$ cat config.mk
export PLATFORM = sky130hd
export DESIGN_NAME = tlv8_tlv16_stream_deframer
export DESIGN_NICKNAME = d
export VERILOG_FILES = /design/src/tlvd_pkg.sv /design/src/tlv8_tlv16_stream_deframer.sv
export SDC_FILE = /design/constraint.sdc
export NUM_CORES = 1
export LEC_CHECK = 0
export BUFFER_PORTS_ARGS = -buffer_cell sky130_fd_sc_hd__buf_2
export CAP_MARGIN = 10
export CORE_MARGIN = 3
export CORE_UTILIZATION = 35
export DETAILED_ROUTE_END_ITERATION = 8
export GPL_TIMING_DRIVEN = 1
export SLEW_MARGIN = 20
export SYNTH_ARGS = -nofsm -noshare
export SYNTH_HDL_FRONTEND = slang
export SYNTH_SLANG_ARGS = --single-unit
$ cat constraint.sdc
create_clock -name clk -period 2.5 [get_ports clk]
set_input_delay 0 -clock clk [delete_from_list [all_inputs] [get_ports clk]]
set_output_delay 0 -clock clk [all_outputs]
set_load 0.01 [all_outputs]
$ cat src/tlvd_pkg.sv
package tlvd_pkg;

  localparam int unsigned TYPE_W = 13;
  localparam int unsigned LEN_W  = 16;

  localparam logic [TYPE_W-1:0] BLOCK_END_TYPE_RESET = 13'h0902;
  localparam logic [4:0]        SHORT_TYPE_MASK      = 5'h1f;

  localparam logic [1:0] ROLE_HEADER  = 2'd0;
  localparam logic [1:0] ROLE_PAYLOAD = 2'd1;
  localparam logic [1:0] ROLE_END     = 2'd2;

  localparam logic [1:0] STATUS_OK           = 2'd0;
  localparam logic [1:0] STATUS_TRUNCATED    = 2'd1;
  localparam logic [1:0] STATUS_UNTERMINATED = 2'd2;
  localparam logic [1:0] STATUS_CLEAN_END    = 2'd3;

  typedef enum logic [4:0] {
    PH_H0  = 5'b00001,
    PH_H1  = 5'b00010,
    PH_H2  = 5'b00100,
    PH_H3  = 5'b01000,
    PH_PAY = 5'b10000
  } phase_t;

endpackage

$ cat src/tlv8_tlv16_stream_deframer.sv
// a request's result is registered at the edge that accepts it and shows at the output in the next cycle
// throughput: one byte or end mark per cycle; in_ready drops only while a result is stalled
// the header/payload state machine feeds the result register
// rst (synchronous, active high) clears out_valid, returns the parser to the
// first header byte and loads block_end_type with 0x0902
module tlv8_tlv16_stream_deframer (
  input  logic        clk,
  input  logic        rst,
  input  logic        cfg_valid,
  output logic        cfg_ready,
  input  logic [12:0] cfg_data,
  input  logic        in_valid,
  output logic        in_ready,
  input  logic [7:0]  in_byte,
  input  logic        end_of_input,
  output logic        out_valid,
  input  logic        out_ready,
  output logic [7:0]  out_byte,
  output logic [1:0]  byte_role,
  output logic [12:0] element_type,
  output logic [2:0]  header_flags,
  output logic [15:0] element_length,
  output logic        element_done,
  output logic        block_done,
  output logic [1:0]  status
);

  logic [12:0]      block_end_type;
  tlvd_pkg::phase_t phase, phase_next;
  logic [7:0]       first_byte, first_byte_next;
  logic [12:0]      cur_type, cur_type_next;
  logic [15:0]      cur_len, cur_len_next;
  logic [15:0]      remaining, remaining_next;
  logic             block_open, block_open_next;

  logic [1:0]       role_c, status_c;
  logic [7:0]       byte_c;
  logic             done_c, bdone_c, header_end;
  logic             accept;

  assign cfg_ready = 1'b1;
  assign in_ready  = !out_valid || out_ready;
  assign accept    = in_valid && in_ready;

  always_comb begin
    phase_next      = phase;
    first_byte_next = first_byte;
    cur_type_next   = cur_type;
    cur_len_next    = cur_len;
    remaining_next  = remaining;
    block_open_next = block_open;
    role_c          = tlvd_pkg::ROLE_HEADER;
    status_c        = tlvd_pkg::STATUS_OK;
    byte_c          = in_byte;
    done_c          = 1'b0;
    bdone_c         = 1'b0;
    header_end      = 1'b0;
    if (end_of_input) begin
      role_c = tlvd_pkg::ROLE_END;
      byte_c = 8'h00;
      if (phase != tlvd_pkg::PH_H0) begin
        status_c = tlvd_pkg::STATUS_TRUNCATED;
      end else if (block_open) begin
        status_c = tlvd_pkg::STATUS_UNTERMINATED;
      end else begin
        status_c = tlvd_pkg::STATUS_CLEAN_END;
      end
      phase_next      = tlvd_pkg::PH_H0;
      first_byte_next = 8'h00;
      cur_type_next   = 13'h0000;
      cur_len_next    = 16'h0000;
      remaining_next  = 16'h0000;
      block_open_next = 1'b0;
    end else begin
      unique case (phase)
        tlvd_pkg::PH_H0: begin
          first_byte_next = in_byte;
          cur_len_next    = 16'h0000;
          if (in_byte[7]) begin
            cur_type_next = {in_byte[4:0] & tlvd_pkg::SHORT_TYPE_MASK, 8'h00};
          end else begin
            cur_type_next = {8'h00, in_byte[4:0] & tlvd_pkg::SHORT_TYPE_MASK};
          end
          phase_next = tlvd_pkg::PH_H1;
        end
        tlvd_pkg::PH_H1: begin
          if (first_byte[7]) begin
            cur_type_next = {first_byte[4:0], in_byte};
            phase_next    = tlvd_pkg::PH_H2;
          end else begin
            cur_len_next = {8'h00, in_byte};
            header_end   = 1'b1;
          end
        end
        tlvd_pkg::PH_H2: begin
          cur_len_next = {in_byte, 8'h00};
          phase_next   = tlvd_pkg::PH_H3;
        end
        tlvd_pkg::PH_H3: begin
          cur_len_next = {cur_len[15:8], in_byte};
          header_end   = 1'b1;
        end
        tlvd_pkg::PH_PAY: begin
          role_c         = tlvd_pkg::ROLE_PAYLOAD;
          remaining_next = remaining - 16'd1;
          if (remaining_next == 16'h0000) begin
            done_c     = 1'b1;
            phase_next = tlvd_pkg::PH_H0;
          end
        end
        default: begin
          phase_next = tlvd_pkg::PH_H0;
        end
      endcase
      // zero-length payload ends the element on its last header byte
      if (header_end) begin
        remaining_next = cur_len_next;
        if (cur_len_next == 16'h0000) begin
          done_c     = 1'b1;
          phase_next = tlvd_pkg::PH_H0;
        end else begin
          phase_next = tlvd_pkg::PH_PAY;
        end
      end
      if (done_c) begin
        bdone_c         = (cur_type_next == block_end_type);
        block_open_next = !bdone_c;
      end
    end
  end

  always_ff @(posedge clk) begin
    if (rst) begin
      block_end_type <= tlvd_pkg::BLOCK_END_TYPE_RESET;
      phase          <= tlvd_pkg::PH_H0;
      first_byte     <= 8'h00;
      cur_type       <= 13'h0000;
      cur_len        <= 16'h0000;
      remaining      <= 16'h0000;
      block_open     <= 1'b0;
      out_valid      <= 1'b0;
    end else begin
      if (cfg_valid && cfg_ready) begin
        block_end_type <= cfg_data;
      end
      if (accept) begin
        phase      <= phase_next;
        first_byte <= first_byte_next;
        cur_type   <= cur_type_next;
        cur_len    <= cur_len_next;
        remaining  <= remaining_next;
        block_open <= block_open_next;
        out_valid  <= 1'b1;
      end else if (out_ready) begin
        out_valid <= 1'b0;
      end
    end
  end

  // result register, end reports zero every field but role and status
  always_ff @(posedge clk) begin
    if (accept) begin
      out_byte       <= byte_c;
      byte_role      <= role_c;
      element_type   <= end_of_input ? 13'h0000 : cur_type_next;
      header_flags   <= end_of_input ? 3'b000 : first_byte_next[7:5];
      element_length <= end_of_input ? 16'h0000 : cur_len_next;
      element_done   <= done_c;
      block_done     <= bdone_c;
      status         <= status_c;
    end
  end

endmodule

==> impl_results.md <==
- Number of global-route vias before repair: 4708
- RePlAce Congestion: 0.866
- Layout cell share with drive strength beyond 1: 0.259
- Critical path peak fanout: 5
- Max Cap Violations: 0
- Final Cycle Share: 1.04
- Crit path cell chain: or4_4 -> a2111oi_2 -> o22ai_1 -> o21ai_1 -> and4b_2 -> o31ai_2 -> buf_4 -> a21oi_1 -> a211o_1
- GRT overflow: 0
- Cell Area, Synth: 5470 µm²
- Flops & latches, synth: 119
- Buffers on Ports: 74
- GRT Total Usage: 0.185
- Failing checks: negative setup slack
- Sequential-to-total area share from yosys stat: 0.520
- Die footprint: 17200 µm²
- First DRT Iteration DRCs: 507
- Largest net degree at the start of global routing: 39
- CP Buf/Inv Count: 1
- Slowest stage delay, CP: 0.56 ns
- Post-synthesis area per instance: 9.13 µm²
- Net Sw Frac: 0.251
- Final ANT Viol Nets: 0
- Tmin final: 2.60 ns
- Rows: 45
- Drt wl/cell: 16.0 µm
- Worst-Skew Late Latency: 0.42 ns
- Relative slew margins: 0.512
- NumNets Final: 765
- Initial Util: 0.358
- Final setup fails: 4
- Peak VDD IR: 0.495 mV
- Clock skew: 0.00727 ns
- Total number of H-tree levels: 4
- Psw: 1.34 mW
- Syn nets: 628
- First-pass GRT wire length: 24600 µm
- Setup ws final: -0.0960 ns
- Drt pass-1 iters: 5
- Combinational power share: 0.151
- RSZ-0062 raised after global routing: true
- Die Y: 131 µm
- Diodes inserted: 0
- Vias per inst: 5.14
- Clock sink count: 119
- Crit path kind: reg2reg
- Final Hold Slack: 0.0126 ns
- Clock share of power: 0.447
- EDFF count, synth: 46
- Worst min-delay path class: in2reg
- Horiz. Die Dim: 131 µm
- Library cells used by synthesis: 62
- Async S/R FF share, synth: 0
- Via count: 4934
- Status: finished, violations left
- Clock Path Buffers: 2
- Arr. time, crit path: 2.91 ns
- Sequential Power Share: 0.402
- Hold Violations, Final: 0
- Clock slew at reported path FFs: 0.06 ns
- Max stage delay cell, worst path: or4_4
- Worst Setup End Kind: register
- Synth Flop Type: dfxtp_1
- Final core utilization: 0.477
- Pleak: 2.88 nW
- CP Launch Type: register
- Root buf cell: clkbuf_16
- Maximum clock rate: 0.385 GHz
- Post-DP HPWL: 10700 µm
- Drc violations: 0
- Initial antenna violation count: 0
- Final Max Slew Viols: 0
- CTS tree: done
- Gate count of the mapped netlist: 599
- Num CTS Buffers: 17
- Syn. warnings: 0
- Final WL: 15300 µm
- P_int: 4.00 mW
- IO Pins: 76
- Cell Pwr Density: 733 nW/µm²
- Core Area: 15300 µm²
- Area delta synth->final: 33.1%
- Cell family with most CP delay: compound AO/OA/AOI/OAI gates
- WP data required: 2.81 ns
- Worst slew pin tran: 0.732 ns
[kinds of logic after synthesis]
kind of cell,after synthesis,share of synthesized area
buf+inv,50,0.0389
compound gates,150,0.176
flops,119,0.520
simple gates,244,0.204
other cells,1,0.000686
xor+xnor,20,0.0320
fa+ha+maj,2,0.00457
mux,13,0.0238
[power by group through the flow]
stage          combinational, mW  clock (mW)  sequential [mW]
6_report                   0.804        2.39             2.15
5_1_grt                    0.889        2.49             2.15
4_1_cts                    0.784        2.42             2.15
3_5_place_dp               0.734           0             2.18
3_3_place_gp               0.726           0             2.18
2_1_floorplan              0.431           0             2.21
[sequential cells by signal, summed over array words and instances, names as in the netlist]
signal / flops
phase: 5
header_flags: 3
element_length: 16
first_byte: 8
out_byte: 8
block_done: 1
status: 2
block_end_type: 13
element_type: 13
remaining: 16
block_open: 1
element_done: 1
out_valid: 1
cur_type: 13
cur_len: 16
byte_role: 2
[tightest hold or removal path, cell delays in order]
cell     delay [ns]
buf_2          0.22
a22oi_1        0.10
nor2_1         0.07
[synth_stat cells, types with 2 or more instances]
library cell	count	area share
or3b_1	2	0.0032
buf_6	2	0.0041
nor3b_1	2	0.0027
nor2b_1	11	0.013
buf_1	7	0.0048
o31ai_1	2	0.0027
a211o_1	5	0.0080
xnor2_1	9	0.014
a32oi_1	2	0.0032
a222oi_1	5	0.0092
a22oi_1	28	0.038
o22ai_1	4	0.0046
a2111o_1	2	0.0041
dfxtp_1	73	0.27
nor3_1	12	0.011
nand2b_1	7	0.0080
nand3b_1	2	0.0027
nor4_1	4	0.0046
a2111oi_0	2	0.0032
o21a_1	2	0.0027
a21oi_1	59	0.054
inv_1	8	0.0055
or4_1	5	0.0069
nand4_1	2	0.0023
o21ai_0	24	0.022
or3_1	4	0.0046
clkbuf_1	26	0.018
buf_2	5	0.0046
edfxtp_1	46	0.25
nand2_1	98	0.067
xor2_1	11	0.018
mux2i_1	13	0.024
and2_1	2	0.0023
nand3_1	7	0.0064
nor2_1	76	0.052
o21ai_1	3	0.0027
ha_1	2	0.0046
[final timing paths]
check / start / depth (start not counted) / endpoint / slack [ns]
worst max register to register: remaining[5] / 9 / phase[0] / -0.1
worst max-delay path: remaining[5] / 9 / phase[0] / -0.1
worst min register to register: first_byte[5] / 2 / first_byte[5] / 0.46
worst min-delay path: in_byte[3] / 3 / first_byte[3] / 0.01
[cell type report]
cell class / count / area (µm²)
Fill cell: 1439 / 7980
Sequential cell: 119 / 2840
Multi-Input combinational cell: 431 / 2520
Timing Repair Buffer: 158 / 1050
Clock buffer: 20 / 437
Tap cell: 211 / 264
Clock inverter: 12 / 134
Inverter: 9 / 33.8
[metrics by stage]
step                setup TNS (ns)  total power, mW  instances  setup slack, ns  cell area [µm²]
CTS                         -0.187             5.35        956          -0.0791             7210
floorplan                        0             2.64        599           0.0219             5510
global route                 -1.17             5.53        960           -0.224             7280
global placement           -0.0845             2.91        901          -0.0277             6400
finish                      -0.289             5.34        960          -0.0960             7280
detailed placement          -0.252             2.92        901          -0.0669             6400
[metal layers]
layer | routed length [µm] | track usage | part of all wire
met4 | 344 | 0.0744 | 0.022
met3 | 983 | 0.0386 | 0.064
met1 | 7050 | 0.259 | 0.46
met2 | 6950 | 0.278 | 0.45
met5 | 0 | 0 | 0
[cells in the final DEF (no fill, tap or decap), drive strengths merged, types with 2 or more instances in the layout]
master,instances
a222oi,5
edfxtp,46
or2,2
o21ai,27
a22oi,29
or3,4
nand3b,2
a21oi,59
clkinv,8
a2111o,2
a2111oi,3
o31ai,3
or4,6
a32oi,2
inv,9
nor4,4
xor2,11
a211o,5
nor3b,2
clkbuf,20
nand2,98
o22ai,4
nand4,2
nor2,80
or3b,3
nand2b,7
xnor2,9
nor3,12
ha,2
nand3,7
mux2i,13
dlygate4sd3,18
nor2b,11
o21a,2
bufinv,3
dfxtp,73
buf,140
and2,2
[what timing repair did]
| action | CTS | global route |
|---|---|---|
| endpoints found under the setup margin | 5 | 12 |
| hold endpoints to repair | 18 | 0 |
| gates resized for setup | 8 | 9 |
| hold buffers | 18 | 0 |
| buffers inserted | 4 | 4 |
| pin swaps | 3 | 3 |
| gates cloned | 1 | 0 |
No activity file was read; power rests on OpenSTA's default activity.
